==> src/whf3_pkg.sv <==
`timescale 1ns / 1ps
`default_nettype none

package whf3_pkg;

    localparam int MAX_WIDTH = 1024;
    localparam int ADDR_W    = $clog2(MAX_WIDTH);
    localparam int COLOR_W   = 32;
    localparam int PIX_W     = COLOR_W + 1;
    localparam int WIDTH_W   = 11;
    localparam int HEIGHT_W  = 16;
    localparam int ROW_W     = HEIGHT_W + 1;
    localparam int CFG_IDX_W = 1;
    localparam int CFG_DAT_W = 16;

    localparam logic [WIDTH_W-1:0]  WIDTH_RESET  = WIDTH_W'(640);
    localparam logic [HEIGHT_W-1:0] HEIGHT_RESET = HEIGHT_W'(480);
    localparam logic [WIDTH_W-1:0]  WIDTH_MIN    = WIDTH_W'(3);
    localparam logic [WIDTH_W-1:0]  WIDTH_MAX    = WIDTH_W'(MAX_WIDTH);
    localparam logic [HEIGHT_W-1:0] HEIGHT_MIN   = HEIGHT_W'(3);

    typedef enum logic [CFG_IDX_W-1:0] {
        REG_IMAGE_WIDTH  = 1'b0,
        REG_IMAGE_HEIGHT = 1'b1
    } cfg_reg_t;

    typedef enum logic {
        OP_PIXEL = 1'b0,
        OP_FLUSH = 1'b1
    } op_t;

    typedef struct packed {
        logic               filled;
        logic [COLOR_W-1:0] color;
    } pix_t;

    typedef struct packed {
        logic [ADDR_W-1:0] addr;
        pix_t              pix;
        logic              emit;
        logic              interior;
        logic              last;
    } stage_t;

endpackage

`default_nettype wire

==> src/whf3_window.sv <==
`timescale 1ns / 1ps
`default_nettype none

module whf3_window
    import whf3_pkg::*;
(
    input  wire logic               clk,
    input  wire logic               rst_n,
    input  wire logic               shift,
    input  wire pix_t               top,
    input  wire pix_t               mid,
    input  wire pix_t               pix,
    input  wire logic               interior,
    output logic      [COLOR_W-1:0] color
);

    pix_t win_reg  [9];
    pix_t win_next [9];
    pix_t pick_orth;
    pix_t pick;

    // columns move left, new column enters on the right
    always_comb
    begin
        for (int k = 0; k < 3; k++)
        begin
            win_next[k*3+0] = win_reg[k*3+1];
            win_next[k*3+1] = win_reg[k*3+2];
        end
        win_next[2] = top;
        win_next[5] = mid;
        win_next[8] = pix;
    end

    always_ff @(posedge clk or negedge rst_n)
    begin
        if (!rst_n)
        begin
            for (int i = 0; i < 9; i++)
            begin
                win_reg[i] <= '0;
            end
        end
        else if (shift)
        begin
            for (int i = 0; i < 9; i++)
            begin
                win_reg[i] <= win_next[i];
            end
        end
    end

    // orthogonal: below, above, right, left
    always_comb
    begin
        if (win_next[7].filled)
            pick_orth = win_next[7];
        else if (win_next[1].filled)
            pick_orth = win_next[1];
        else if (win_next[5].filled)
            pick_orth = win_next[5];
        else if (win_next[3].filled)
            pick_orth = win_next[3];
        else
            pick_orth = win_next[4];
    end

    // diagonals override: down-right, up-left, down-left, up-right
    always_comb
    begin
        if (win_next[8].filled)
            pick = win_next[8];
        else if (win_next[0].filled)
            pick = win_next[0];
        else if (win_next[6].filled)
            pick = win_next[6];
        else if (win_next[2].filled)
            pick = win_next[2];
        else
            pick = pick_orth;
    end

    assign color = (!win_next[4].filled && interior) ? pick.color : win_next[4].color;

endmodule

`default_nettype wire

==> config.mk <==
export PLATFORM = sky130hd
export DESIGN_NAME = whf3_window
export DESIGN_NICKNAME = d
export VERILOG_FILES = /design/src/whf3_pkg.sv /design/src/whf3_window.sv
export SDC_FILE = /design/constraint.sdc
export NUM_CORES = 1
export LEC_CHECK = 0
export ABC_AREA = 1
export BUFFER_PORTS_ARGS = -buffer_cell sky130_fd_sc_hd__buf_2
export CAP_MARGIN = 20
export CELL_PAD_IN_SITES_DETAIL_PLACEMENT = 1
export CELL_PAD_IN_SITES_GLOBAL_PLACEMENT = 1
export CORE_ASPECT_RATIO = 1.75
export CORE_MARGIN = 8
export CORE_UTILIZATION = 33
export DETAILED_ROUTE_END_ITERATION = 8
export PLACE_DENSITY = 0.77
export SLEW_MARGIN = 10
export SYNTH_ARGS = -nofsm -noshare
export SYNTH_HDL_FRONTEND = slang
export SYNTH_SLANG_ARGS = --single-unit
==> constraint.sdc <==
create_clock -name clk -period 2 [get_ports clk]
set_clock_uncertainty 0.05 [all_clocks]
set_input_delay 0.4 -clock clk [delete_from_list [all_inputs] [get_ports clk]]
set_output_delay 0.4 -clock clk [all_outputs]
set_load 0.01 [all_outputs]
==> run summary, run 1 <==
Outcome: complete, but fails checks
Failing checks: setup timing
Max reg flops: 198
Sequential power share: 40.8%
Die Ht: 254 µm
Clock transition at the registers of the reported paths: 0.07 ns
Yosys top cell by area: dfrtp_1
Drt total wl: 42000 µm
Fin Hold WS: 0.0989 ns
Final Hold Vio Count: 0
Mapped Area: 10700 µm²
Fill count: 3991
Inst Count DP: 2010
Ports: 135
Vias per cell: 5.18
Clock Sinks: 198
Rel. slew slack: 71.4%
Max clock buf depth: 2
Worst path most repeated cell: nand2_1
Crit path largest cell delay: 0.44 ns
Initial Util: 33.4%
Leakage Power: 0.00692 µW
CTS buffer count: 17
Ranking of synthesized cells by area: dfrtp_1 46%, nand2_1 19%, a21oi_1 9.0%
CP arrival: 2.08 ns
Max VDD drop: 0.000692 V
Initial antenna violation count: 13
Drt pass-1 iters: 5
CP Cell Sequence: clkinv_4, buf_12, nand2_2, nand3_2, nand3_2, nand3_1, nand2_1, nand2_1, nand2_1, nand2_1, nand2_1, nand2_1, nand2_1, buf_2
Die area: 38700 µm²
Place WS: -0.160 ns
CP max FO: 7
# port buffers: 134
Fin. max-slew vios: 0
Seq/Total Area, Yosys: 46.2%
Comb power frac: 24.0%
Slew @ Worst Pin: 0.429 ns
Top_reg_cell synth: dfrtp_1
Cell variety after synth: 18
Period utilization: 127%
Antenna Nets Post-Route: 0
First-pass GRT wire length: 64300 µm
Switching power: 3660 µW
RSZ-0062 raised after global routing: true
Worst hold path class: primary input to flop
Num rows: 87
Skew-Pair Late Insertion Delay: 0.47 ns
Synthesized area per cell: 7.03 µm²
Int Pwr: 7720 µW
Critical path class: flop to output port
Vias in the first global route: 11479
Drt wl/cell: 20.4 µm
H-tree levels: 4
Slowest stage cell, crit path: dfrtp_2
Clock power share: 35.2%
Synth-to-Final Area Change: 25.3%
Total GRT Usage: 21.8%
Power per cell area: 847 nW/µm²
Net Sw Frac: 32.2%
CP Capture Type: output port
Clock period minus worst slack: 2.53 ns
Fin Setup TNS: -15.10 ns
Largest net degree at the start of global routing: 67
Delay-heaviest family, CP: simple AND/OR/NAND/NOR gates
EDFF count, synth: 0
Share of the synthesized area in the top cell type: 46.2%
CORE AREA: 32100 µm²
Drt drc: 0
Final setup viols: 32
GRT overflow: 0
Mapped Nets: 1628
Layout Nets: 1739
Initial DRC Count: 503
Routed vias: 10647
Die span in x: 152 µm
Layout Cells excl Fill: 2057
#FFs+latches synth: 198
Post-DP HPWL: 29900 µm
Synth Instances: 1525
Fraction of layout cells with a size suffix above 1: 21.8%
Req. time, crit path: 1.55 ns
CTS tree: done
Max Fclk: 395 MHz
MaxCap Viol Count: 0
Worst Path Buf+Inv: 3
Final GP Congestion: 0.891
Crit start category: flop
Ys Warns: 0
Async SR Flop Fraction: 100%
Final worst slack: -0.534 ns
Root Driver: clkbuf_16
-- power groups by stage --
stage | Clock, µW | Combinational [µW] | Sequential, µW
detailed placement | 0 | 2480 | 4710
floorplan | 0 | 1460 | 4630
CTS | 4080 | 2670 | 4640
global route | 4200 | 3030 | 4690
finish | 4000 | 2730 | 4650
global placement | 0 | 2400 | 4690
-- worst min-delay path, cell delays in order --
cell and delay, ns:
buf_2 0.08, nand2_1 0.04, o21ai_0 0.06
-- worst paths after layout --
check	from	to	slack, ns	cells after the start
setup / recovery	win_next[197]	color[30]	-0.53	14
hold / removal	pix[29]	win_next[62]	0.1	3
setup reg to reg	win_next[98]	win_next[98]	0.93	3
hold reg to reg	win_next[53]	win_next[86]	0.44	2
max in group asynchronous	rst_n	win_next[78]	0.90	3
min in group asynchronous	rst_n	win_next[63]	0.34	2
-- synth_stat cells, types with 2 or more instances --
| cell | number |
|---|---|
| inv_2 | 2 |
| or2_0 | 7 |
| buf_2 | 44 |
| dfrtp_1 | 198 |
| buf_6 | 3 |
| nor2_1 | 65 |
| clkbuf_1 | 51 |
| a21oi_1 | 193 |
| inv_4 | 2 |
| buf_4 | 5 |
| nand2_1 | 529 |
| nand3_2 | 20 |
| inv_1 | 187 |
| o21ai_0 | 133 |
| nand3_1 | 83 |
-- kinds of logic after synthesis --
| family | synth area share, % |
|---|---|
| simple gates | 27.0 |
| compound gates | 15.2 |
| buf+inv | 11.6 |
| flops | 46.2 |
-- area by class of cell --
cell class | instances | area (µm²) | share of cell area (%)
Antenna cell | 8 | 20.0 | 0.149
Timing Repair Buffer | 198 | 1610 | 12.0
Clock inverter | 13 | 216 | 1.61
Clock buffer | 19 | 453 | 3.37
Tap cell | 400 | 500 | 3.73
Inverter | 191 | 724 | 5.39
Multi-Input combinational cell | 1030 | 4950 | 36.9
Sequential cell | 198 | 4960 | 36.9
-- layer usage --
layer	part of all wire [%]	GRT usage (%)
met1	35	20.7
met4	6.2	15.3
met5	0	0
met3	2.4	3.10
met2	56	42.6
-- timing repair --
item | 4_1_cts | 5_1_grt
pin swaps | 26 | 44
endpoints found under the setup margin | 32 | 32
hold endpoints to repair | 22 | 0
setup buffers | 7 | 1
resized for setup | 88 | 56
hold buffers | 1 | 0
gates cloned | 2 | 0
-- through the flow --
step	util (%)	area [µm²]	power (µW)
floorplan	-	10700	6080
global placement	37.7	12100	7090
detailed placement	37.7	12100	7190
CTS	41.1	13200	11400
global route	41.8	13400	11900
finish	41.8	13400	11400
-- placed cells by master, fill, tap and decap left out --
master	count
a21oi_1	193
buf_12	24
buf_2	116
buf_4	30
buf_6	25
buf_8	1
bufinv_16	5
clkbuf_16	17
clkbuf_8	3
clkinv_2	2
clkinv_4	2
clkinvlp_4	1
dfrtp_1	196
dfrtp_2	2
diode_2	8
dlygate4sd3_1	1
inv_1	187
inv_2	2
inv_4	1
inv_6	2
inv_8	2
nand2_1	475
nand2_2	46
nand2_4	8
nand3_1	32
nand3_2	71
nor2_1	65
o21ai_0	133
or2_0	7
No activity file was read; power rests on OpenSTA's default activity.
==> run 2: changes to the inputs <==
GPL_TIMING_DRIVEN = 0   (was not set)
SLEW_MARGIN = 5   (was 10)
==> run 2 against run 1 <==
  * The run still ends with setup timing left
  * Register-to-register slack got worse by 0.30 ns
  * Total power decreased by 0.49%
  * Fmax decreased by 4.5%
  * Non-clock buffer count increased by 54
  * First-iteration DRC count increased by 28%
  * Combinational power increased by 15%
==> run summary, run 2 (synthesis results as in run 1) <==
Post-DP HPWL: 34300 µm
Layout Nets: 1793
Clock power share: 31.1%
Synth-to-Final Area Change: 29.4%
Total GRT Usage: 25.1%
Fin Setup TNS: -18.92 ns
Final setup viols: 32
CORE AREA: 32100 µm²
Max clock buf depth: 2
Num rows: 87
Vias in the first global route: 12425
Power per cell area: 816 nW/µm²
Leakage Power: 0.00709 µW
Placed cell areas: 11900 µm²
Slew @ Worst Pin: 0.744 ns
Vias per cell: 5.33
Final worst slack: -0.653 ns
# port buffers: 130
Crit start category: flop
CTS buffer count: 17
First-pass GRT wire length: 72900 µm
Ports: 135
Drt wl/cell: 23.1 µm
Net Sw Frac: 34.8%
CP max FO: 7
Period utilization: 133%
Max reg flops: 198
Clock period minus worst slack: 2.65 ns
Worst hold path class: primary input to flop
RSZ-0062 raised after global routing: true
H-tree levels: 4
Fin Hold WS: 0.0997 ns
Clock transition at the registers of the reported paths: 0.07 ns
Rel. slew slack: 50.4%
Drt drc: 0
Max VDD drop: 0.000674 V
CP arrival: 2.20 ns
Int Pwr: 7380 µW
Die area: 38700 µm²
Post-route cell area: 13900 µm²
Antenna Nets Post-Route: 0
Switching power: 3940 µW
Die Ht: 254 µm
Leading cell type in the layout, fill and taps excluded: nand2_1
Commonest non-fill, non-tap cells in the layout: 447 x nand2_1, 197 x dfrtp_1, 193 x a21oi_1, 187 x inv_1, 147 x buf_2
Fraction of layout cells with a size suffix above 1: 25.6%
Skew-Pair Late Insertion Delay: 0.47 ns
Failing checks: setup timing
CTS tree: done
Req. time, crit path: 1.55 ns
Routed vias: 11213
Fin. max-slew vios: 0
Sequential power share: 41.0%
Critical path class: flop to output port
Outcome: complete, but fails checks
Pwr Total: 11300 µW
Antenna diode count: 0
Comb power frac: 27.8%
Final Hold Vio Count: 0
Initial DRC Count: 646
Drt pass-1 iters: 5
Finished Core Util: 43.2%
Max Fclk: 377 MHz
Clock Sinks: 198
Largest net degree at the start of global routing: 93
Final GP Congestion: 0.892
GRT overflow: 0
Root Driver: clkbuf_16
Initial Util: 33.4%
MaxCap Viol Count: 0
Drt total wl: 48700 µm
CP Capture Type: output port
Initial antenna violation count: 0
Die span in x: 152 µm
==> run 2: critical path: stages (launching register included) <==
cell and delay (ns):
dfrtp_1 0.40, buf_6 0.16, inv_12 0.10, buf_4 0.12, buf_6 0.09, nand2_2 0.05
nand3_2 0.06, nand3_2 0.11, nand3_2 0.07, nand2_1 0.05, nand2_1 0.05, nand2_1 0.05
nand2_1 0.05, nand2_1 0.07, nand2_1 0.08, nand2_2 0.09, buf_6 0.13
==> run 2: final timing paths <==
kind	startpoint	to	slack, ns	depth (start not counted)
max	win_next[197]	color[30]	-0.65	16
min	pix[15]	win_next[48]	0.1	3
max reg2reg	win_next[296]	win_next[296]	0.63	3
min reg2reg	win_next[53]	win_next[86]	0.44	2
max in group asynchronous	rst_n	win_next[76]	0.39	4
min in group asynchronous	rst_n	win_next[157]	0.32	2
==> run 2: power groups by stage <==
stage	clock network (µW)	registers, µW	logic, µW
3_5_place_dp	0	4700	2510
4_1_cts	3530	4630	2920
6_report	3520	4650	3150
5_1_grt	3660	4690	3420
2_1_floorplan	0	4630	1460
3_3_place_gp	0	4680	2420
==> run 2: stage by stage <==
step | cells | setup WS, ns
3_3_place_gp | 2055 | -3.09
6_report | 2103 | -0.653
5_1_grt | 2103 | -0.742
3_5_place_dp | 2057 | -0.593
2_1_floorplan | 1525 | 0.217
4_1_cts | 2099 | -0.623
==> run 2: metal layers <==
metal  vias up  GRT usage (%)  part of all wire [%]
met1      5628           25.3                    36
met2       342           42.8                    50
li1       5081              -                     -
met3       162           3.61                   3.5
met4         0           27.6                    11
met5         -              0                     0
==> run 2: timing repair <==
item / in CTS / in global routing
cloned: 4 / 0
endpoints found under the setup margin: 32 / 32
hold buffers: 1 / 0
pin swaps: 30 / 46
resized for setup: 191 / 96
buffers inserted: 7 / 4
endpoints found under the hold margin: 29 / 0
==> run 2: final cells by class <==
cell class | instances | area, µm²
multi-input cells | 1030 | 5390
well taps | 400 | 500
fillers | 3982 | 18200
clock buffers | 25 | 505
clock inverters | 7 | 68.8
plain buffers | 104 | 639
inverters | 191 | 739
flip-flops and latches | 198 | 4960
repair buffers | 148 | 1070
